$ cat src/rtl/hla_pkg.sv
package hla_pkg;

  localparam int unsigned VALUE_WIDTH_DEF = 32;
  localparam int unsigned ENUM_WIDTH_DEF  = 8;
  localparam int unsigned THRESH_WIDTH    = 31;
  localparam int unsigned CFG_IDX_WIDTH   = 3;
  localparam int unsigned STATE_WIDTH     = 2;
  localparam int unsigned KIND_WIDTH      = 2;

  // bit positions in limit_enables
  localparam int unsigned EN_UPPER_LIMIT   = 0;
  localparam int unsigned EN_UPPER_RELEASE = 1;
  localparam int unsigned EN_LOWER_LIMIT   = 2;
  localparam int unsigned EN_LOWER_RELEASE = 3;
  localparam int unsigned EN_WIDTH         = 4;

  typedef enum logic [CFG_IDX_WIDTH-1:0] {
    REG_ANALOG_MODE      = 3'd0,
    REG_LIMIT_ENABLES    = 3'd1,
    REG_UPPER_LIMIT      = 3'd2,
    REG_UPPER_RELEASE    = 3'd3,
    REG_LOWER_LIMIT      = 3'd4,
    REG_LOWER_RELEASE    = 3'd5,
    REG_CHANGE_THRESHOLD = 3'd6
  } cfg_reg_e;

  typedef enum logic [KIND_WIDTH-1:0] {
    KIND_RAISE_UPPER   = 2'd0,
    KIND_RAISE_LOWER   = 2'd1,
    KIND_RELEASE_UPPER = 2'd2,
    KIND_RELEASE_LOWER = 2'd3
  } event_kind_e;

  // config data bus is at least one word so the 31-bit threshold always fits
  function automatic int unsigned cfg_data_width(int unsigned value_width);
    return (value_width > 32) ? value_width : 32;
  endfunction

endpackage

$ cat src/rtl/hla_if.sv
interface hla_sample_if #(
  parameter int unsigned VALUE_WIDTH = hla_pkg::VALUE_WIDTH_DEF,
  parameter int unsigned ENUM_WIDTH  = hla_pkg::ENUM_WIDTH_DEF
);
  logic                          valid;
  logic                          ready;
  logic signed [VALUE_WIDTH-1:0] sample_analog;
  logic        [ENUM_WIDTH-1:0]  sample_enum;
  logic                          force_record;

  modport source (output valid, sample_analog, sample_enum, force_record, input ready);
  modport sink   (input valid, sample_analog, sample_enum, force_record, output ready);
endinterface

interface hla_result_if;
  logic                               valid;
  logic                               ready;
  logic [hla_pkg::STATE_WIDTH-1:0]    alarm_state_out;
  logic                               alarm_event;
  logic [hla_pkg::KIND_WIDTH-1:0]     event_kind;
  logic                               record_request;

  modport source (output valid, alarm_state_out, alarm_event, event_kind, record_request,
                  input ready);
  modport sink   (input valid, alarm_state_out, alarm_event, event_kind, record_request,
                  output ready);
endinterface

interface hla_cfg_if #(
  parameter int unsigned DATA_WIDTH = hla_pkg::cfg_data_width(hla_pkg::VALUE_WIDTH_DEF)
);
  logic                                valid;
  logic                                ready;
  logic [hla_pkg::CFG_IDX_WIDTH-1:0]   index;
  logic [DATA_WIDTH-1:0]               data;

  modport source (output valid, index, data, input ready);
  modport sink   (input valid, index, data, output ready);
endinterface

$ cat src/rtl/hysteresis_limit_alarm.sv
// Hysteresis limit alarm for one measured parameter.
// Pipeline: input register, then result register; the limit compares and the change
//   magnitude sit between them.
// Throughput: one sample per cycle while the result is accepted; a stalled result holds
//   only the result register and the input register keeps taking one more sample.
// Reset (async, active low): pipeline empty, unprimed, state normal, registers at defaults.
module hysteresis_limit_alarm #(
  parameter int unsigned VALUE_WIDTH = hla_pkg::VALUE_WIDTH_DEF,
  parameter int unsigned ENUM_WIDTH  = hla_pkg::ENUM_WIDTH_DEF
) (
  input  logic                 clk_i,
  input  logic                 rst_ni,
  hla_sample_if.sink           sample_i,
  hla_result_if.source         result_o,
  hla_cfg_if.sink              cfg_i
);
  import hla_pkg::*;

  localparam int unsigned E10_WIDTH  = ENUM_WIDTH + 4;
  localparam int unsigned CMP_WIDTH  = (VALUE_WIDTH > E10_WIDTH) ? VALUE_WIDTH + 1
                                                                 : E10_WIDTH + 1;
  localparam int unsigned DIFF_WIDTH = VALUE_WIDTH + 1;
  localparam int unsigned MAG_WIDTH  = (DIFF_WIDTH > THRESH_WIDTH) ? DIFF_WIDTH
                                                                   : THRESH_WIDTH;

  typedef enum logic [STATE_WIDTH-1:0] {
    ST_NORMAL = 2'd0,
    ST_UPPER  = 2'd1,
    ST_LOWER  = 2'd2
  } alarm_state_e;

  // configuration
  logic                          analog_mode_q;
  logic [EN_WIDTH-1:0]           limit_en_q;
  logic signed [VALUE_WIDTH-1:0] upper_limit_q, upper_release_q;
  logic signed [VALUE_WIDTH-1:0] lower_limit_q, lower_release_q;
  logic [THRESH_WIDTH-1:0]       change_thresh_q;

  // input register
  logic                          s1_valid_q;
  logic signed [VALUE_WIDTH-1:0] s1_analog_q;
  logic [ENUM_WIDTH-1:0]         s1_enum_q;
  logic                          s1_force_q;

  // block state
  logic                          primed_q;
  logic signed [VALUE_WIDTH-1:0] prev_analog_q;
  logic [ENUM_WIDTH-1:0]         prev_enum_q;
  alarm_state_e                  state_q, state_d;

  // result register
  logic                          res_valid_q;
  alarm_state_e                  res_state_q;
  logic                          res_event_q;
  event_kind_e                   res_kind_q;
  logic                          res_record_q;

  logic advance;
  logic take_in;

  assign advance  = !res_valid_q || result_o.ready;
  assign take_in  = sample_i.valid && sample_i.ready;
  assign sample_i.ready = !s1_valid_q || advance;
  assign cfg_i.ready    = 1'b1;

  always_ff @(posedge clk_i or negedge rst_ni) begin
    if (!rst_ni) begin
      analog_mode_q   <= 1'b1;
      limit_en_q      <= '0;
      upper_limit_q   <= '0;
      upper_release_q <= '0;
      lower_limit_q   <= '0;
      lower_release_q <= '0;
      change_thresh_q <= '0;
    end else if (cfg_i.valid) begin
      case (cfg_i.index)
        REG_ANALOG_MODE:      analog_mode_q   <= cfg_i.data[0];
        REG_LIMIT_ENABLES:    limit_en_q      <= cfg_i.data[EN_WIDTH-1:0];
        REG_UPPER_LIMIT:      upper_limit_q   <= cfg_i.data[VALUE_WIDTH-1:0];
        REG_UPPER_RELEASE:    upper_release_q <= cfg_i.data[VALUE_WIDTH-1:0];
        REG_LOWER_LIMIT:      lower_limit_q   <= cfg_i.data[VALUE_WIDTH-1:0];
        REG_LOWER_RELEASE:    lower_release_q <= cfg_i.data[VALUE_WIDTH-1:0];
        REG_CHANGE_THRESHOLD: change_thresh_q <= cfg_i.data[THRESH_WIDTH-1:0];
        default: ;
      endcase
    end
  end

  // ---- compare logic on the registered sample ----
  logic [E10_WIDTH-1:0]          enum_x10;
  logic signed [CMP_WIDTH-1:0]   cur, ul, ur, ll, lr;
  logic signed [DIFF_WIDTH-1:0]  diff;
  logic [MAG_WIDTH-1:0]          mag;
  logic                          rec, ev;
  event_kind_e                   kind;
  logic                          raise_up, raise_lo, rel_up, rel_lo;

  always_comb begin
    enum_x10 = {1'b0, s1_enum_q, 3'b000} + {3'b000, s1_enum_q, 1'b0};
    cur = analog_mode_q ? CMP_WIDTH'(s1_analog_q) : $signed(CMP_WIDTH'(enum_x10));
    ul  = CMP_WIDTH'(upper_limit_q);
    ur  = CMP_WIDTH'(upper_release_q);
    ll  = CMP_WIDTH'(lower_limit_q);
    lr  = CMP_WIDTH'(lower_release_q);

    diff = DIFF_WIDTH'(s1_analog_q) - DIFF_WIDTH'(prev_analog_q);
    mag  = diff[DIFF_WIDTH-1] ? MAG_WIDTH'(unsigned'(-diff)) : MAG_WIDTH'(unsigned'(diff));

    // analog raise is strict, enum raise includes the limit
    raise_up = limit_en_q[EN_UPPER_LIMIT] && (analog_mode_q ? (cur > ul) : (cur >= ul));
    raise_lo = limit_en_q[EN_LOWER_LIMIT] && (analog_mode_q ? (cur < ll) : (cur <= ll));
    // a disabled limit releases its alarm at once
    rel_up = !limit_en_q[EN_UPPER_LIMIT] ||
             (limit_en_q[EN_UPPER_RELEASE] ? (cur < ur) : (cur < ul));
    rel_lo = !limit_en_q[EN_LOWER_LIMIT] ||
             (limit_en_q[EN_LOWER_RELEASE] ? (cur > lr) : (cur > ll));

    rec     = 1'b1;
    ev      = 1'b0;
    kind    = KIND_RAISE_UPPER;
    state_d = ST_NORMAL;
    if (primed_q) begin
      rec = s1_force_q ||
            (analog_mode_q ? (mag > MAG_WIDTH'(change_thresh_q)) : (s1_enum_q != prev_enum_q));
      case (state_q)
        ST_UPPER: begin
          state_d = ST_UPPER;
          if (rel_up) begin
            ev = 1'b1; kind = KIND_RELEASE_UPPER; state_d = ST_NORMAL;
          end
        end
        ST_LOWER: begin
          state_d = ST_LOWER;
          if (rel_lo) begin
            ev = 1'b1; kind = KIND_RELEASE_LOWER; state_d = ST_NORMAL;
          end
        end
        default: begin
          if (raise_up) begin
            ev = 1'b1; kind = KIND_RAISE_UPPER; state_d = ST_UPPER;
          end
          // lower wins when both cross
          if (raise_lo) begin
            ev = 1'b1; kind = KIND_RAISE_LOWER; state_d = ST_LOWER;
          end
        end
      endcase
    end
  end

  always_ff @(posedge clk_i or negedge rst_ni) begin
    if (!rst_ni) begin
      s1_valid_q  <= 1'b0;
      primed_q    <= 1'b0;
      state_q     <= ST_NORMAL;
      res_valid_q <= 1'b0;
    end else begin
      if (sample_i.ready) begin
        s1_valid_q <= sample_i.valid;
      end
      if (advance) begin
        res_valid_q <= s1_valid_q;
        if (s1_valid_q) begin
          primed_q <= 1'b1;
          state_q  <= state_d;
        end
      end
    end
  end

  always_ff @(posedge clk_i) begin
    if (take_in) begin
      s1_analog_q <= sample_i.sample_analog;
      s1_enum_q   <= sample_i.sample_enum;
      s1_force_q  <= sample_i.force_record;
    end
    if (advance && s1_valid_q) begin
      prev_analog_q <= s1_analog_q;
      prev_enum_q   <= s1_enum_q;
      res_state_q   <= state_d;
      res_event_q   <= ev;
      res_kind_q    <= kind;
      res_record_q  <= rec;
    end
  end

  assign result_o.valid           = res_valid_q;
  assign result_o.alarm_state_out = res_state_q;
  assign result_o.alarm_event     = res_event_q;
  assign result_o.event_kind      = res_kind_q;
  assign result_o.record_request  = res_record_q;

  // ---- assertions ----
  a_kind_zero_without_event: assert property (@(posedge clk_i) disable iff (!rst_ni)
    (result_o.valid && !result_o.alarm_event) |-> (result_o.event_kind == KIND_RAISE_UPPER))
    else $error("event_kind nonzero without alarm event");

  a_release_to_normal: assert property (@(posedge clk_i) disable iff (!rst_ni)
    (result_o.valid && result_o.alarm_event &&
     (result_o.event_kind == KIND_RELEASE_UPPER || result_o.event_kind == KIND_RELEASE_LOWER))
    |-> (result_o.alarm_state_out == ST_NORMAL))
    else $error("release event left state not normal");

  a_first_sample_records: assert property (@(posedge clk_i) disable iff (!rst_ni)
    (advance && s1_valid_q && !primed_q)
    |=> (res_valid_q && res_record_q && !res_event_q && res_state_q == ST_NORMAL))
    else $error("first sample did not prime cleanly");

  a_stall_only_when_full: assert property (@(posedge clk_i) disable iff (!rst_ni)
    !sample_i.ready |-> (s1_valid_q && res_valid_q && !result_o.ready))
    else $error("input stalled with room in the pipeline");

endmodule
$ cat src/flat_wrapper.sv
// flat-port wrapper written by rule: the top's interface ports become plain ports
module hysteresis_limit_alarm_flat import hla_pkg::*;
#(
  parameter int unsigned VALUE_WIDTH = hla_pkg::VALUE_WIDTH_DEF,
  parameter int unsigned ENUM_WIDTH  = hla_pkg::ENUM_WIDTH_DEF
)
  (clk_i, rst_ni, sample_i_valid, sample_i_sample_analog, sample_i_sample_enum, sample_i_force_record, sample_i_ready, result_o_valid, result_o_alarm_state_out, result_o_alarm_event, result_o_event_kind, result_o_record_request, result_o_ready, cfg_i_valid, cfg_i_index, cfg_i_data, cfg_i_ready);
  hla_sample_if #(.VALUE_WIDTH(VALUE_WIDTH), .ENUM_WIDTH(ENUM_WIDTH)) sample_i_i ();
  hla_result_if result_o_i ();
  hla_cfg_if cfg_i_i ();
  input  logic clk_i;
  input  logic rst_ni;
  input wire logic [$bits(sample_i_i.valid)-1:0] sample_i_valid;
  input wire logic [$bits(sample_i_i.sample_analog)-1:0] sample_i_sample_analog;
  input wire logic [$bits(sample_i_i.sample_enum)-1:0] sample_i_sample_enum;
  input wire logic [$bits(sample_i_i.force_record)-1:0] sample_i_force_record;
  output wire logic [$bits(sample_i_i.ready)-1:0] sample_i_ready;
  output wire logic [$bits(result_o_i.valid)-1:0] result_o_valid;
  output wire logic [$bits(result_o_i.alarm_state_out)-1:0] result_o_alarm_state_out;
  output wire logic [$bits(result_o_i.alarm_event)-1:0] result_o_alarm_event;
  output wire logic [$bits(result_o_i.event_kind)-1:0] result_o_event_kind;
  output wire logic [$bits(result_o_i.record_request)-1:0] result_o_record_request;
  input wire logic [$bits(result_o_i.ready)-1:0] result_o_ready;
  input wire logic [$bits(cfg_i_i.valid)-1:0] cfg_i_valid;
  input wire logic [$bits(cfg_i_i.index)-1:0] cfg_i_index;
  input wire logic [$bits(cfg_i_i.data)-1:0] cfg_i_data;
  output wire logic [$bits(cfg_i_i.ready)-1:0] cfg_i_ready;
  assign sample_i_i.valid = sample_i_valid;
  assign sample_i_i.sample_analog = sample_i_sample_analog;
  assign sample_i_i.sample_enum = sample_i_sample_enum;
  assign sample_i_i.force_record = sample_i_force_record;
  assign sample_i_ready = sample_i_i.ready;
  assign result_o_valid = result_o_i.valid;
  assign result_o_alarm_state_out = result_o_i.alarm_state_out;
  assign result_o_alarm_event = result_o_i.alarm_event;
  assign result_o_event_kind = result_o_i.event_kind;
  assign result_o_record_request = result_o_i.record_request;
  assign result_o_i.ready = result_o_ready;
  assign cfg_i_i.valid = cfg_i_valid;
  assign cfg_i_i.index = cfg_i_index;
  assign cfg_i_i.data = cfg_i_data;
  assign cfg_i_ready = cfg_i_i.ready;
  hysteresis_limit_alarm #(.VALUE_WIDTH(VALUE_WIDTH), .ENUM_WIDTH(ENUM_WIDTH)) u_core (.clk_i(clk_i), .rst_ni(rst_ni), .sample_i(sample_i_i), .result_o(result_o_i), .cfg_i(cfg_i_i));
endmodule
$ cat config.mk
export PLATFORM = sky130hd
export DESIGN_NAME = hysteresis_limit_alarm_flat
export DESIGN_NICKNAME = d
export VERILOG_FILES = /design/src/rtl/hla_pkg.sv /design/src/rtl/hla_if.sv /design/src/rtl/hysteresis_limit_alarm.sv /design/src/flat_wrapper.sv
export SDC_FILE = /design/constraint.sdc
export NUM_CORES = 1
export LEC_CHECK = 0
export BUFFER_PORTS_ARGS = -buffer_cell sky130_fd_sc_hd__buf_2
export CAP_MARGIN = 20
export CORE_AREA = 2 2 170 172
export CTS_BUF_LIST = sky130_fd_sc_hd__clkbuf_16
export CTS_CLUSTER_DIAMETER = 120
export DETAILED_ROUTE_END_ITERATION = 8
export DIE_AREA = 0 0 172 174
export PLACE_DENSITY = 0.78
export SYNTH_ARGS = -nofsm -noshare
export SYNTH_HDL_FRONTEND = slang
export SYNTH_SLANG_ARGS = --single-unit
$ cat constraint.sdc
create_clock -name clk_i -period 6.8 [get_ports clk_i]
set_input_delay 0.68 -clock clk_i [delete_from_list [all_inputs] [get_ports clk_i]]
set_output_delay 0.68 -clock clk_i [all_outputs]
set_load 0.03 [all_outputs]
# --- Yosys cells after proc, flatten, opt, wreduce, memory -nomap -nowiden ---
# Index checks and enable logic that the tools add are counted.
op_classes:
  addsub: 3
  order_cmp: 9
  eq_ne: 9
  n_mux: 22
  reduce_logical: 22
op_table:
  columns: ["op", "n"]
  rows:
  - ["33-bit by 32-bit > comparator with 1-bit output", 3]
  - ["33-bit by 32-bit < comparator with 1-bit output", 3]
  - ["33-bit two-way mux", 2]
  - ["33-bit by 32-bit greater-or-equal comparator with 1-bit output", 1]
  - ["33-bit by 31-bit > comparator with 1-bit output", 1]
  - ["33-bit by 32-bit less-or-equal comparator with 1-bit output", 1]
  - ["33-bit negator", 1]
  - ["32-bit by 32-bit subtractor with 33-bit output", 1]
  - ["2-bit AND reduction", 8]
  - ["11-bit by 9-bit adder with 12-bit output", 1]
  - ["1-bit two-way mux", 12]
  - ["2-bit two-way mux", 5]
  - ["3-bit equality test, second input constant", 3]
  - ["8-bit inequality test", 1]
  - ["2-bit case mux with 2 select lines", 2]
  - ["3-bit by 2-bit equality test with 1-bit output, second input constant", 2]
  - ["1-bit logical OR", 5]
  - ["1-bit logical AND", 4]
  - ["1-bit zero test", 4]
  - ["3-bit by 1-bit equality test with 1-bit output, second input constant", 1]
  - ["3-bit zero test", 1]
  - ["2-bit by 1-bit equality test with 1-bit output, second input constant", 1]
  - ["2-bit equality test, second input constant", 1]
  - ["1-bit case mux with 2 select lines", 1]
totals:
  ff_bits: 256
  out_inout_bits: 9

# --- Logic depth before layout (Yosys ltp) ---
depth:
  word_depth: 9
  mapped_depth: 24

# --- Worst setup path before layout ---
# No wires, ideal clock.
synth_path:
  path_type: "register to register"
  startpoint: "register u_core.s1_analog_q[0]"
  endpoint: "register u_core.res_record_q (netlist: u_core.result_o.record_request), data pin"
  arrival_ns: 4.678
  t_required_ns: 6.545
  slack_ns: 1.867
  stages_incl_launch_ff: 21
  path_buffers: 0
  synth_period_minus_slack_ns: 4.933
  path_cell_list: "edfxtp_1 > inv_1 > ha_1 > fa_1 > nand2b_1 > a21o_1 > a311oi_2 > o21ai_0 > or4b_1 > nor2_2 > nand3_1 > or3_4 > o21ai_1 > xnor2_1 > ha_1 > a2111oi_0 > nand3_1 > o32ai_1 > o311ai_0 > mux2i_1 > nor2_1"
synth_via:
  elab_chain_cells: 6
synth_rtl:
  columns: ["element", "line", "source"]
  rows:
  - ["start: declaration", "hysteresis_limit_alarm.sv:41", "logic signed [VALUE_WIDTH-1:0] s1_analog_q;"]
  - ["start signal: assignment", "hysteresis_limit_alarm.sv:173", "s1_analog_q <= sample_i.sample_analog;"]
  - ["32-bit by 32-bit subtractor with 33-bit output *", "hysteresis_limit_alarm.sv:106", "diff = DIFF_WIDTH'(s1_analog_q) - DIFF_WIDTH'(prev_analog_q);"]
  - ["33-bit negator", "hysteresis_limit_alarm.sv:107", "mag = diff[DIFF_WIDTH-1] ? MAG_WIDTH'(unsigned'(-diff)) : MAG_WIDTH'(unsigned'(diff));"]
  - ["33-bit two-way mux *", "hysteresis_limit_alarm.sv:107", null]
  - ["33-bit by 31-bit > comparator with 1-bit output *", "hysteresis_limit_alarm.sv:124", "(analog_mode_q ? (mag > MAG_WIDTH'(change_thresh_q)) : (s1_enum_q != prev_enum_q));"]
  - ["1-bit two-way mux *", "hysteresis_limit_alarm.sv:124", null]
  - ["1-bit logical OR *", "hysteresis_limit_alarm.sv:123", "rec = s1_force_q ||"]
  - ["end signal: assignment", "hysteresis_limit_alarm.sv:183", "res_record_q <= rec;"]
  - ["end: declaration", "hysteresis_limit_alarm.sv:56", "logic res_record_q;"]
# Mark *: on every way between the ends. The rest lies on a longest branch, timed or not.
# A chain may end at the register's enable or synchronous reset.

# --- Worst setup path after layout ---
# Same ends and word-level chain as after synthesis.

==> results_dict.tcl <==
set metrics [dict create \
    yosys_warnings 0 \
    area_delta_synth_final_pct 10.3 \
    drive_above_1_share_pct 15.5 \
    synthesis.area_um2 16600 \
    antenna_found_initial 0 \
    grt_usage_pct 27.8 \
    synth-main-ff-cell "dfrtp_1" \
    dr.pass1.iters 5 \
    syn_avg_cell_area_um2 10.0 \
    worstPathArrival_ns 5.99 \
    cts_buffer_depth 3 \
    worstPathCellList "inv_1, ha_1, fa_1, nand2b_1, a21oi_1, o21ai_1, xnor2_1, or4b_1, nor2_2, nand3_1, or3_4, o21ai_1, xor2_1, ha_1, nand4_1, nor2_1, nand2_1, nor4b_1, a21oi_1, o32ai_1, o311ai_0, mux2i_1, nor2_1" \
    cts_resized 0 \
    rows 62 \
    hold_ws_ns 0.0355 \
    core-area_um2 28200 \
    critPathKind "flip-flop to flip-flop" \
    clkSlewWorstSetupHoldPaths_ns 0.06 \
    gr-total-overflow 0 \
    end_kind "flip-flop" \
    crit_slowest_cell "or4b_1" \
    powerDensity_nw_per_um2 292 \
    detail_route.wl_per_cell_um 19.1 \
    async_flop_share_pct 66.0 \
    port_buffers 88 \
    max_slew_margin_pct 28.5 \
    ys_seq_area_share_pct 41.2 \
    avgViaCountPerCell 5.95 \
    synth_cells 1662 \
    final.min_clock_period_ns 5.67 \
    grt_pass1_wl_um 65900 \
    crit_path_max_fanout 6 \
    drc 0 \
    postCtsSetupBuffers 0 \
    worstSkewPairLatency_ns 0.55 \
    grt_pass1_vias 12700 \
    tightestPinTransition_ns 1.07 \
    diodes 0 \
    timing.final.crit_share_pct 83.4 \
    synth.area.top_cells "dfrtp_1, edfxtp_1, ha_1, mux2_2, inv_1" \
    wl_um 41100 \
    fp.dieW_um 172 \
    holdBufCountCts 0 \
    hpwlAfterDp_um 30600 \
    via_count 12800 \
    synth-edff-count 87 \
    ios 90 \
    final_nets 2026 \
    vdd_drop_max_uv 208 \
    clockRootBuffer "clkbuf_16" \
    drv_cap 0 \
    min_path_type "input pin to async pin" \
    status "finished clean" \
    tns_ns 0 \
    rsz0062_at_grt "false" \
    critPathLaunchType "flip-flop" \
    fin_skew_ns 0.0166 \
    drt_iter0_drc 897 \
    die_area_um2 29900 \
    cts_sinks 256 \
    ant_nets 0 \
    path_buf_inv 1 \
    cts_tree "done" \
    yosysUniqueCellTypes 85 \
    hold_viol 0 \
    dieHeight_um 174 \
    fmax_mhz 176 \
    yosys.area.top_type "dfrtp_1" \
    ys_ff_latch 256 \
    gp_congestion 0.912 \
    netlist.area_leader.share_pct 25.3 \
    grt_max_degree 114 \
    cp_top_family "simple AND/OR/NAND/NOR gates" \
    htree_levels 1 \
    critPathMaxStageDelay_ns 0.63 \
    syn_nets 1944 \
    synth_commonest_cells "inv_1, ha_1, dfrtp_1" \
    start_util_pct 58.9 \
    worstPathRequired_ns 7.11 \
    setup_violations 0 \
    leakage_nw 8.74 \
    cts_buffers 29 \
    yosysMostFrequentCell "inv_1" \
    slew_viol_final 0 \
]
per-layer routing:
layer / up-vias / share of wire, % / global-route usage (%)
met2: 410 / 47 / 45.9
met1: 6209 / 44 / 37.9
met5: - / 0 / 0
met3: 77 / 5.3 / 2.96
li1: 6099 / - / -
met4: 0 / 3.8 / 10.5
area by class of cell:
class | instances | area [µm²]
fill | 2268 | 9890
clock inverter | 24 | 135
sequential | 256 | 6840
inverter | 212 | 796
tap | 384 | 480
multi-input combinational | 1148 | 8810
clock buffer | 30 | 751
timing repair buffer | 97 | 532
flip-flops by register name (all words and copies together), names as in the netlist, 2 cells and up:
register,flops
u_core.upper_limit_q,32
u_core.lower_limit_q,32
u_core.upper_release_q,32
u_core.prev_enum_q,8
u_core.prev_analog_q,32
u_core.lower_release_q,32
u_core.s1_analog_q,32
u_core.s1_enum_q,8
u_core.state_q,2
u_core.change_thresh_q,31
u_core.result_o.event_kind,2
u_core.result_o.alarm_state_out,2
u_core.limit_en_q,4
cells in the final DEF (no fill, tap or decap), drive strengths merged, types with 80 or more instances in the layout:
master / Yosys / routed
o21ai: 133 / 133
a21o: 80 / 80
nand2: 128 / 128
edfxtp: 87 / 87
mux2: 108 / 108
buf: 10 / 97
dfrtp: 168 / 168
a21oi: 81 / 81
inv: 212 / 221
ha: 199 / 199
worst paths after layout:
kind	startpoint	slack [ns]	end	cells past startpoint
setup / recovery	u_core.s1_analog_q[0]$_DFFE_PP_	1.13	u_core.result_o.record_request$_SDFFCE_PN1P_	23
max in group asynchronous	rst_ni	5.27	u_core.change_thresh_q[13]$_DFFE_PN0P_	3
hold reg to reg	u_core.s1_analog_q[6]$_DFFE_PP_	0.48	u_core.prev_analog_q[6]$_DFFE_PP_	0
hold / removal	rst_ni	0.04	u_core.upper_limit_q[21]$_DFFE_PN0P_	1
min in group clk_i	sample_i_sample_analog[17]	0.30	u_core.s1_analog_q[17]$_DFFE_PP_	1
setup reg to reg	u_core.s1_analog_q[0]$_DFFE_PP_	1.13	u_core.result_o.record_request$_SDFFCE_PN1P_	23
through the flow:
| stage | instances | area (µm²) | total power [W] | setup WS (ns) | utilization [%] |
|---|---|---|---|---|---|
| finish | 2151 | 18300 | 0.00536 | 1.13 | 65.0 |
| global route | 2151 | 18300 | 0.00572 | 0.634 | 65.0 |
| CTS | 2150 | 18300 | 0.00537 | 1.18 | 64.9 |
| detailed placement | 2096 | 17400 | 0.00388 | 1.20 | 61.7 |
| global placement | 2095 | 17400 | 0.00378 | 1.39 | 61.7 |
| floorplan | 1662 | 16600 | 0.00335 | 1.87 | - |
cells by family (layout without fill, tap and decap cells):
kind of cell	count (synthesis)	after routing	share of synthesized area [%]
AO/OA/AOI/OAI	393	393	15.2
AND/OR/NAND/NOR	388	388	12.1
buffers and inverters	258	363	5.93
flip-flops	256	256	41.2
adder cells (fa/ha/maj)	201	201	15.2
multiplexers	112	112	7.56
XOR/XNOR	53	53	2.79
other	1	1	0.0226
where the power goes:
group          total [W]  switching [W]  internal [W]
Sequential       0.00201       0.000138       0.00187
Clock            0.00146       0.000626      0.000831
Combinational    0.00189        0.00110      0.000794
No activity file was read; power rests on OpenSTA's default activity.
